$ cat config.mk
export PLATFORM = sky130hd
export DESIGN_NAME = fbdr_rmw
export DESIGN_NICKNAME = d
export VERILOG_FILES = /design/src/rtl/fbdr_pkg.sv /design/src/rtl/fbdr_rmw.sv
export SDC_FILE = /design/constraint.sdc
export NUM_CORES = 1
export LEC_CHECK = 0
export ABC_AREA = 1
export BUFFER_PORTS_ARGS = -buffer_cell sky130_fd_sc_hd__buf_2
export CAP_MARGIN = 10
export CORE_AREA = 4 4 41 43
export DETAILED_ROUTE_END_ITERATION = 16
export DIE_AREA = 0 0 45 47
export GPL_TIMING_DRIVEN = 0
export PLACE_DENSITY = 0.76
export SETUP_SLACK_MARGIN = 0.4
export SKIP_LAST_GASP = 1
export SLEW_MARGIN = 20
export SYNTH_ARGS = -nofsm -noshare
export SYNTH_HDL_FRONTEND = slang
export SYNTH_SLANG_ARGS = --single-unit
$ cat constraint.sdc
create_clock -name vclk -period 0.8
set_input_delay 0.12 -clock vclk [all_inputs]
set_output_delay 0.12 -clock vclk [all_outputs]
set_load 0.1 [all_outputs]
$ cat src/rtl/fbdr_pkg.sv
`timescale 1ns / 1ps
// ----------------------------------------------------------------------------
// fbdr_pkg
// Shared codes and types for the page frame store with drawing and refresh.
// ----------------------------------------------------------------------------
package fbdr_pkg;

   localparam logic [2:0] FUNC_PIXEL   = 3'd0;
   localparam logic [2:0] FUNC_FILL    = 3'd1;
   localparam logic [2:0] FUNC_WINDOW  = 3'd2;
   localparam logic [2:0] FUNC_BITMAP  = 3'd3;
   localparam logic [2:0] FUNC_CLEAR   = 3'd4;
   localparam logic [2:0] FUNC_REFRESH = 3'd5;

   localparam logic [7:0] CMD_PAGE_BASE = 8'hB0;
   localparam logic [7:0] CMD_COL_LOW   = 8'h00;
   localparam logic [7:0] CMD_COL_HIGH  = 8'h10;

   localparam int unsigned CMD_BYTES = 3;

   typedef struct packed {
      logic       replace;
      logic       dot;
      logic [7:0] mask;
      logic [7:0] data;
   } rmw_ctrl_type;

endpackage

$ cat src/rtl/fbdr_rmw.sv
`timescale 1ns / 1ps
// ----------------------------------------------------------------------------
// fbdr_rmw
// Shared store unit: page/column address and read-modify-write byte merge.
// ----------------------------------------------------------------------------
module fbdr_rmw #(
   parameter int COLUMNS = 128,
   parameter int PAGES   = 8
) (
   input  fbdr_pkg::rmw_ctrl_type                     ctrl,
   input  logic [((PAGES > 1) ? $clog2(PAGES) : 1)-1:0] page,
   input  logic [$clog2(COLUMNS)-1:0]                 col,
   input  logic [7:0]                                 old_byte,
   output logic [$clog2(PAGES * COLUMNS)-1:0]         addr,
   output logic [7:0]                                 new_byte
);

   localparam int AW = $clog2(PAGES * COLUMNS);
   localparam logic [AW-1:0] COLS_A = AW'(COLUMNS);

   assign addr = AW'(page) * COLS_A + AW'(col);

   always_comb begin
      if (ctrl.replace) begin
         new_byte = ctrl.data;
      end else if (ctrl.dot) begin
         new_byte = old_byte | ctrl.mask;
      end else begin
         new_byte = old_byte & ~ctrl.mask;
      end
   end

endmodule

==> results of run 1 <==
==> per-stage QoR <==
step           utilization (%)  setup TNS, ns
3_5_place_dp              71.3          -2.38
2_1_floorplan                -              0
3_3_place_gp              71.3          -2.33
==> cell families after synthesis <==
family	count (synthesis)	share of synthesized area (%)
and+or+nand+nor	40	51.3
buffers and inverters	29	48.7
==> metrics.md, run 1 <==
| Metric | Value |
|---|---|
| Last stage reached | `clock tree synthesis (4_1_cts)` |
| Log Error | `[ERROR DPL-0038] Utilization greater than 100%, impossible to legalize` |
| Outcome | `aborted with a tool error` |
| Cell area after synthesis | `332 um^2` |
| Overall die width | `45 um` |
| Cell types occupying the most area after synthesis | `sky130_fd_sc_hd__nand2_1, sky130_fd_sc_hd__buf_4, sky130_fd_sc_hd__inv_1` |
| Estimated wirelength of the detail-placed design | `1.07 mm` |
| Synth Area per Inst | `4.81 um^2` |
| Placed Cells | `127` |
| Initial standard-cell utilization of the core | `25.5%` |
| Area share of the largest cell type after synthesis | `36.2%` |
| Standard-cell rows | `13` |
| Count of buffers inserted at the top-level ports | `43` |
| CTS Hold Bufs | `0` |
| Number of distinct library cells after synthesis | `8` |
| Post-Synthesis Cells | `69` |
| Placer Congestion | `0.568` |
| Yosys top cell by area | `sky130_fd_sc_hd__nand2_1` |
| Cell area after placement | `928 um^2` |
| Die Ht | `47 um` |
| Count of cells resized by post-cts repair | `120` |
| Commonest cells in the synthesized netlist | `sky130_fd_sc_hd__nand2_1, sky130_fd_sc_hd__inv_1, sky130_fd_sc_hd__buf_4` |
| Top-count cell post-synth | `sky130_fd_sc_hd__nand2_1` |
| Synth warnings | `0` |
| Seq/Total Area, Yosys | `0%` |
| Number of placed I/O pins | `54` |
| Post-Synthesis Net Count | `105` |
| Post-CTS Setup Bufs | `0` |
| Pre-CTS setup slack | `-0.307 ns` |
==> run 2: changes to the inputs <==
Settings changed: CORE_AREA 4 4 41 43 to 4 4 65 67, DIE_AREA 0 0 45 47 to 0 0 69 71, PLACE_DENSITY 0.76 to default, PLACE_DENSITY_LB_ADDON from default to 0.15, SETUP_SLACK_MARGIN 0.4 to default.
Clock period 0.8 ns to 1 ns, I/O delays scaled along.
==> run 2 against run 1 <==
Compared with the run above: the flow now finishes without violations; synthesized cell count unchanged; synthesized area unchanged.
==> metrics.md, run 2 <==
| Metric | Value |
|---|---|
| Post-Route Hold Slack | `0.684 ns` |
| Detailed-router iteration count before antenna repair | `2` |
| Tightest slew margin relative to the limit | `67.7%` |
| Number of distinct library cells after synthesis | `8 (unchanged)` |
| Synth warnings | `0 (unchanged)` |
| Critical-path maximum fanout | `9` |
| Final-layout clock buffer total | `0` |
| Achievable clock frequency | `1.06 GHz` |
| Post-Synthesis Net Count | `105 (unchanged)` |
| Number of failing setup endpoints in the final timing report | `0` |
| Count of buffers inserted at the top-level ports | `43 (unchanged)` |
| Sum Neg Setup Slack | `0 ns` |
| Estimated wirelength of the detail-placed design | `1.09 mm (+2.0%)` |
| GRT Resource Usage Total | `4.90%` |
| Classification of the worst setup path | `input port to output pin` |
| Nature of the critical path startpoint | `input port` |
| Number of nets in the finished design | `150` |
| Die Ht | `71 um (+51%)` |
| Least-Margin Pin Slew | `0.487 ns` |
| Vias per std cell | `3.08` |
| Commonest cells in the synthesized netlist | `sky130_fd_sc_hd__nand2_1, sky130_fd_sc_hd__inv_1, sky130_fd_sc_hd__buf_4` |
| Reported leakage power | `0.438 nW` |
| GR Overflow Total | `0` |
| Shortest clock period the worst path allows after layout | `0.948 ns` |
| Final instance area | `664 um^2` |
| Worst-case vdd ir drop | `0.202 mV` |
| Yosys top cell by area | `sky130_fd_sc_hd__nand2_1` |
| Floorplan Core Area | `0.00363 mm^2` |
| Diode insertion count for antenna repair | `0` |
| Most used cells in the layout excluding fill and tap cells | `sky130_fd_sc_hd__buf_2, sky130_fd_sc_hd__nand2_1, sky130_fd_sc_hd__inv_1` |
| Post-synthesis simple-gate area fraction | `51.3% (unchanged)` |
| Number of max-slew violations in the final report | `0` |
| Via count of the first global-routing pass | `464` |
| Xor and xnor area share after synthesis | `0% (unchanged)` |
| Largest family of logic cells by synthesized area | `simple AND/OR/NAND/NOR gates` |
| Drt total wl | `1.29 mm` |
| Final ANT Viol Nets | `0` |
| Wire length of the first global-routing pass | `2.10 mm` |
| Synth Area per Inst | `4.81 um^2 (unchanged)` |
| Area used by sequential logic in the layout | `0 um^2` |
| Number of hold violations in the final report | `0` |
| Overall die width | `69 um (+53%)` |
| Power per cell area | `944 mW/mm^2` |
| Total power | `0.627 mW` |
| Count of non-filler cells in the finished layout | `160` |
| Maximum number of pins on one net before global-route repair | `10` |
| Synth-to-layout area growth | `100%` |
| Pre-CTS setup slack | `-0.115 ns (+0.192 ns)` |
| Final core utilization | `18.3%` |
| Remaining design rule violation count | `0` |
| Placer Congestion | `0.700 (+23%)` |
| Most frequent standard cell in the layout excluding fill and tap cells | `sky130_fd_sc_hd__buf_2` |
| Number of placed I/O pins | `54 (unchanged)` |
| Cell types occupying the most area after synthesis | `sky130_fd_sc_hd__nand2_1, sky130_fd_sc_hd__buf_4, sky130_fd_sc_hd__inv_1` |
| Seq/Total Area, Yosys | `0% (unchanged)` |
| Cell area after placement | `627 um^2 (-32%)` |
| Fraction of synthesized area in multiplexers | `0% (unchanged)` |
| Area share of the largest cell type after synthesis | `36.2% (unchanged)` |
| Outcome | `finished clean` |
| Wire per inst | `8.05 um` |
| Initial standard-cell utilization of the core | `9.13% (-16 points)` |
| Total number of sequential cells | `0` |
| Synthesized-area fraction occupied by adder cells | `0% (unchanged)` |
| Antenna violations before repair | `0` |
| Total via count in the routed design | `493` |
| Worst Setup End Kind | `output pin` |
| Post-Synthesis Cells | `69 (unchanged)` |
| Final setup slack of the worst path | `0.0524 ns` |
| Share of the synthesized area in compound gates (AO/OA/AOI/OAI) | `0% (unchanged)` |
| Critical path required time | `0.85 ns` |
| Final period utilization | `94.8%` |
| Top-count cell post-synth | `sky130_fd_sc_hd__nand2_1` |
| First DRT Iteration DRCs | `3` |
| Fraction of final layout cells with drive strength greater than 1 | `58.9%` |
| Placed Cells | `160 (+26%)` |
| Standard-cell rows | `22 (+9)` |
| Area enclosed by the die boundary | `0.00490 mm^2` |
| Arrival time reported for the critical path endpoint | `0.80 ns` |
| Cell area after synthesis | `332 um^2 (unchanged)` |
| # Max-Cap Violations | `0` |
| Worst hold path class | `input port to output pin` |
-- run 2: cell counts after synthesis --
Identical to the previous run, type by type.
-- run 2: timing repair --
action / CTS / global route
endpoints found under the hold margin: 0 / 0
endpoints found under the setup margin: 8 / 4
setup buffers: 0 / 0
hold buffers: 0 / 0
gates resized for setup: 9 / 4
-- run 2: power by group --
| part | internal [mW] | switching, mW | total [mW] | leakage (nW) |
|---|---|---|---|---|
| logic | 0.157 | 0.471 | 0.627 | 0.438 |
| registers | 0 | 0 | 0 | 0 |
| clock network | 0 | 0 | 0 | 0 |
-- run 2: final timing paths --
| path | depth (start not counted) | to | from |
|---|---|---|---|
| worst max-delay path | 5 | new_byte[6] | ctrl[17] |
| worst min-delay path | 2 | addr[4] | col[4] |
-- run 2: worst max-delay path, cell delays in order --
cell	delay, ns
sky130_fd_sc_hd__buf_6	0.13
sky130_fd_sc_hd__inv_8	0.08
sky130_fd_sc_hd__nand3_1	0.09
sky130_fd_sc_hd__nand2_2	0.06
sky130_fd_sc_hd__buf_4	0.28
-- run 2: metal layers --
metal / vias to the layer above / wire length (um) / GRT usage, %
met4: 0 / 0 / 0
met3: 0 / 131 / 0.852
met5: - / 0 / 0
met1: 195 / 500 / 6.27
met2: 26 / 656 / 9.11
li1: 272 / - / -
-- run 2: layout make-up --
| cell class | instances | area [um^2] |
|---|---|---|
| repair buffers | 43 | 250 |
| multi-input cells | 40 | 190 |
| well taps | 48 | 60.1 |
| inverters | 18 | 77.6 |
| plain buffers | 11 | 86.3 |
| fillers | 440 | 2970 |
-- run 2: logic make-up (layout without fill, tap and decap cells) --
group	count (synthesis)	count (layout)
buffers and inverters	29	72
and+or+nand+nor	40	40
No activity file was read; power rests on OpenSTA's default activity.
==> run 3: changes to the inputs <==
Settings changed: CORE_AREA 4 4 65 67 to 2 2 63 65, DIE_AREA 0 0 69 71 to 0 0 65 67.
==> run 3 against run 2 <==
Compared with the run above: cell area is 1.7% lower; cell count stayed put; routed wire length is 10% lower; hold slack hardly changed; flip-flop and latch count stayed put; critical path depth stayed put; first-iteration DRC count is 67% lower; global-route usage hardly changed; sequential share of layout area stayed put; setup slack worse by 0.0020 ns; critical endpoint is now new_byte[3]; largest cell class unchanged; highest routed layer unchanged.
==> metrics.md, run 3 (synthesis results as in run 2) <==
| Metric | Value |
|---|---|
| Critical path required time | `0.85 ns (about the same)` |
| Placer Congestion | `0.542 (-23%)` |
| RSZ-0062 raised after global routing | `false` |
| Area enclosed by the die boundary | `0.00436 mm^2 (-11%)` |
| Power per cell area | `944 mW/mm^2 (about the same)` |
| First DRT Iteration DRCs | `1 (-2)` |
| Worst-case vdd ir drop | `0.195 mV (-3.6%)` |
| Total number of sequential cells | `0 (unchanged)` |
| Diode insertion count for antenna repair | `0 (unchanged)` |
| Nature of the critical path startpoint | `input port` |
| Fraction of final layout cells with drive strength greater than 1 | `58.9% (unchanged)` |
| Classification of the worst setup path | `input port to output pin` |
| Fill cell count | `410 (-6.8%)` |
| Reported leakage power | `0.435 nW (-0.82%)` |
| Wire length of the first global-routing pass | `1.73 mm (-18%)` |
| Area used by sequential logic in the layout | `0 um^2 (unchanged)` |
| M1 GR Usage | `5.50% (-0.77 points)` |
| Floorplan Core Area | `0.00361 mm^2 (-0.76%)` |
| Final-layout clock buffer total | `0 (unchanged)` |
| Least-Margin Pin Slew | `0.487 ns (-0.000202 ns)` |
| Slowest-stage cell, CP | `sky130_fd_sc_hd__buf_4` |
| Met2 layer usage reported by global route | `10.6% (+1.5 points)` |
| GR Util met3 | `0.338% (-0.51 points)` |
| Critical-path maximum fanout | `9 (unchanged)` |
| Total via count in the routed design | `509 (+3.2%)` |
| Crit path buffers/inverters | `3 (unchanged)` |
| Most used cells in the layout excluding fill and tap cells | `sky130_fd_sc_hd__buf_2, sky130_fd_sc_hd__nand2_1, sky130_fd_sc_hd__buf_4` |
| Antenna violations before repair | `0 (unchanged)` |
| Via count of the first global-routing pass | `409 (-12%)` |
| Worst hold path class | `input port to output pin` |
| Count of non-filler cells in the finished layout | `160 (unchanged)` |
| Standard-cell rows | `22 (unchanged)` |
| Number of placed I/O pins | `54 (unchanged)` |
| Number of hold violations in the final report | `0 (unchanged)` |
| Count of buffers inserted at the top-level ports | `43 (unchanged)` |
| Cell-by-cell trace of the critical path | `buf_6 -> inv_8 -> nand3_1 -> nand2_2 -> buf_4` |
| Detailed-router iteration count before antenna repair | `2 (unchanged)` |
| Synth-to-layout area growth | `97.0%` |
| Arrival time reported for the critical path endpoint | `0.80 ns (about the same)` |
| Worst Setup End Kind | `output pin` |
| GR Overflow Total | `0 (unchanged)` |
| GRT Resource Usage Total | `4.94% (+0.032 points)` |
| GRT busiest layer | `met2` |
| Final ANT Viol Nets | `0 (unchanged)` |
| Achievable clock frequency | `1.05 GHz (-0.21%)` |
| Number of failing setup endpoints in the final timing report | `0 (unchanged)` |
| Number of max-slew violations in the final report | `0 (unchanged)` |
| Final period utilization | `95.0% (+0.20 points)` |
| Placed Cells | `160 (unchanged)` |
| Post-Route Hold Slack | `0.683 ns (-0.000282 ns)` |
| Post-CTS Setup Bufs | `0 (unchanged)` |
| Maximum cell stage delay along the critical path | `0.28 ns (about the same)` |
| Drt total wl | `1.16 mm (-10%)` |
| # Max-Cap Violations | `0 (unchanged)` |
| Estimated wirelength of the detail-placed design | `966 um (-11%)` |
| Number of nets in the finished design | `150 (unchanged)` |
| Cell type group with the largest total delay on the critical path | `buffers and inverters` |
| Most frequent standard cell in the layout excluding fill and tap cells | `sky130_fd_sc_hd__buf_2` |
| Outcome | `finished clean` |
| Shortest clock period the worst path allows after layout | `0.950 ns (+0.00198 ns)` |
| Vias per std cell | `3.18 (+3.2%)` |
| Initial standard-cell utilization of the core | `9.20% (+0.070 points)` |
| Overall die width | `65 um (-5.8%)` |
| Remaining design rule violation count | `0 (unchanged)` |
| Wire per inst | `7.24 um (-10%)` |
| Die Ht | `67 um (-5.6%)` |
| Maximum number of pins on one net before global-route repair | `10 (unchanged)` |
| Tightest slew margin relative to the limit | `67.8% (about the same)` |
-- run 3: cell counts in the layout (fill, tap and decap cells not counted) --
Identical to the previous run, type by type.
-- run 3: final timing paths --
kind                      from           to  slack [ns]  depth (start not counted)
worst max-delay path  ctrl[17]  new_byte[3]        0.05                          5
worst min-delay path   page[1]      addr[8]        0.68                          2
-- run 3: repair_timing --
action	in CTS	in global routing
endpoints found under the hold margin	0	0
gates resized for setup	9	1
setup endpoints to repair	8	1
hold buffers	0	0
-- run 3: routing by layer --
metal  up-vias  routed length [um]
met2        30                 596
met5         -                   0
met3         0                 133
met4         0                   0
li1        274                   -
met1       205                 429
-- run 3: through the flow --
stage	utilization [%]	power (mW)	area, um^2	setup TNS, ns	worst slack (ns)
6_report	18.1	0.616	653	0	0.0504
3_5_place_dp	17.4	0.600	627	-0.799	-0.103
2_1_floorplan	-	0.491	352	0	0.0428
4_1_cts	18.0	0.621	649	0	0.0291
5_1_grt	18.1	0.649	653	0	0.00151
3_3_place_gp	17.4	0.596	627	-0.773	-0.102
-- run 3: cell type report --
type	count	area (um^2)	share of cell area, %
Timing Repair Buffer	43	239	36.6
Multi-Input combinational cell	40	190	29.1
Buffer	11	86.3	13.2
Inverter	18	77.6	11.9
Tap cell	48	60.1	9.20
-- run 3: power breakdown --
| group | total [mW] | internal (mW) | switching (mW) |
|---|---|---|---|
| logic | 0.616 | 0.149 | 0.467 |
| clock network | 0 | 0 | 0 |
| registers | 0 | 0 | 0 |
==> run 4: changes to the inputs <==
Clock period 1 ns to 1.15 ns, I/O delays scaled along.
==> run 4 against run 3 <==
Compared with the run above: sequential share of layout area stayed put; combinational power is 14% lower; total power is 14% lower; critical path depth is 1 higher; core utilization is 0.17 points lower; cell area is 0.96% lower; critical endpoint is now new_byte[1]; highest routed layer unchanged.
==> metrics.md, run 4 (synthesis results as in run 2) <==
| Metric | Value |
|---|---|
| Overall die width | `65 um (unchanged)` |
| Via count of the first global-routing pass | `403 (-1.5%)` |
| Outcome | `finished clean` |
| Cell-by-cell trace of the critical path | `buf_2 -> inv_2 -> nand2_1 -> nand3_1 -> nand2_2 -> clkbuf_4` |
| Standard-cell rows | `22 (unchanged)` |
| Area used by sequential logic in the layout | `0 um^2 (unchanged)` |
| Antenna violations before repair | `0 (unchanged)` |
| Number of failing setup endpoints in the final timing report | `0 (unchanged)` |
| Number of nets in the finished design | `150 (unchanged)` |
| Critical-path maximum fanout | `8 (-1)` |
| Number of hold violations in the final report | `0 (unchanged)` |
| Worst hold endpoint | `addr[8]` |
| Fraction of final layout cells with drive strength greater than 1 | `58.9% (unchanged)` |
| Remaining design rule violation count | `0 (unchanged)` |
| Maximum cell stage delay along the critical path | `0.27 ns (about the same)` |
| Total via count in the routed design | `511 (+0.39%)` |
| Maximum number of pins on one net before global-route repair | `10 (unchanged)` |
| Total number of sequential cells | `0 (unchanged)` |
| RSZ-0062 raised after global routing | `true` |
| Worst-case vdd ir drop | `0.168 mV (-14%)` |
| CTS Hold Bufs | `0 (unchanged)` |
| Total power | `0.528 mW (-14%)` |
| Final core utilization | `17.9% (-0.17 points)` |
| Most used cells in the layout excluding fill and tap cells | `sky130_fd_sc_hd__buf_2, sky130_fd_sc_hd__nand2_1, sky130_fd_sc_hd__inv_1` |
| Crit path buffers/inverters | `3 (unchanged)` |
| Diode insertion count for antenna repair | `0 (unchanged)` |
| Floorplan Core Area | `0.00361 mm^2 (unchanged)` |
| Worst hold path class | `input port to output pin` |
| Detailed-router iteration count before antenna repair | `2 (unchanged)` |
| Worst Setup End Kind | `output pin` |
| Power per cell area | `817 mW/mm^2 (-13%)` |
| Cell type group with the largest total delay on the critical path | `buffers and inverters` |
| Number of placed I/O pins | `54 (unchanged)` |
| Area enclosed by the die boundary | `0.00436 mm^2 (unchanged)` |
| Number of max-slew violations in the final report | `0 (unchanged)` |
| Die Ht | `67 um (unchanged)` |
| GRT Resource Usage Total | `4.90% (-0.036 points)` |
| First DRT Iteration DRCs | `1 (unchanged)` |
| Wire per inst | `7.22 um (-0.35%)` |
| Final setup slack of the worst path | `0.0828 ns (+0.0324 ns)` |
| Classification of the worst setup path | `input port to output pin` |
| Initial standard-cell utilization of the core | `9.20% (unchanged)` |
| Tightest slew margin relative to the limit | `67.8% (unchanged)` |
| Final period utilization | `92.8%` |
| GR Overflow Total | `0 (unchanged)` |
| Wire length of the first global-routing pass | `1.71 mm (-0.81%)` |
| # Max-Cap Violations | `0 (unchanged)` |
| Nature of the critical path startpoint | `input port` |
| Post-CTS Setup Bufs | `0 (unchanged)` |
| Arrival time reported for the critical path endpoint | `0.89 ns (+0.09 ns)` |
| Critical path required time | `0.98 ns (+0.13 ns)` |
| Cell count of the worst hold path | `2 (unchanged)` |
| Final ANT Viol Nets | `0 (unchanged)` |
| Achievable clock frequency | `0.937 GHz` |
| Reported leakage power | `0.431 nW (-0.76%)` |
| Most frequent standard cell in the layout excluding fill and tap cells | `sky130_fd_sc_hd__buf_2` |
| Estimated wirelength of the detail-placed design | `966 um (unchanged)` |
| Crit path from | `ctrl[16]` |
| Drt total wl | `1.16 mm (-0.35%)` |
| Final-layout clock buffer total | `0 (unchanged)` |
| Pre-CTS setup slack | `0.00181 ns (+0.105 ns)` |
| Vias per std cell | `3.19 (+0.39%)` |
| Source of the worst hold timing path | `page[1]` |
| Shortest clock period the worst path allows after layout | `1.07 ns` |
| Placer Congestion | `0.542 (unchanged)` |
| Count of buffers inserted at the top-level ports | `43 (unchanged)` |
| Synth-to-layout area growth | `95.1%` |
| Least-Margin Pin Slew | `0.487 ns (unchanged)` |
| Slowest-stage cell, CP | `sky130_fd_sc_hd__clkbuf_4` |
[run 4: changes by cell type in the layout (fill, tap and decap cells not counted), sizes merged]
cell and change:
buf -8, clkbuf +8
[run 4: layout make-up]
cell class         count  area, um^2
fillers              413        2960
repair buffers        43         235
multi-input cells     40         190
plain buffers         11        86.3
inverters             18        75.1
well taps             48        60.1
[run 4: worst max-delay path by stage]
| stage | end | slack [ns] | cells after the start |
|---|---|---|---|
| 2_1_floorplan | new_byte[0] | 0.15 | 4 |
| 3_3_place_gp | new_byte[1] | 0.003 | 6 |
| 3_5_place_dp | new_byte[6] | 0.002 | 5 |
| 4_1_cts | new_byte[6] | 0.001 | 5 |
| 5_1_grt | new_byte[0] | -0.004 | 6 |
| 6_report | new_byte[1] | 0.08 | 6 |
[run 4: timing repair]
| action | 4_1_cts | 5_1_grt |
|---|---|---|
| setup endpoints to repair | 0 | 8 |
| endpoints found under the hold margin | 0 | 0 |
| resized for setup | 0 | 8 |
[run 4: routing by layer]
metal  vias to the layer above  track usage [%]  wire (um)
li1                        274                -          -
met1                       207             5.70        427
met2                        30             10.2        593
met3                         0            0.338        133
met4                         0                0          0
met5                         -                0          0
[run 4: power breakdown]
group / switching [mW] / internal (mW) / total, mW
Sequential: 0 / 0 / 0
Combinational: 0.404 / 0.124 / 0.528
Clock: 0 / 0 / 0
Total: 0.404 / 0.124 / 0.528
[run 4: per-stage QoR]
step | std cells | instance area, um^2 | setup TNS (ns) | hold slack [ns]
2_1_floorplan | 69 | 352 | 0 | 0.557
4_1_cts | 160 | 627 | 0 | 0.729
5_1_grt | 160 | 647 | -0.00400 | 0.732
3_5_place_dp | 160 | 627 | 0 | 0.729
6_report | 160 | 647 | 0 | 0.728
3_3_place_gp | 160 | 627 | 0 | 0.729
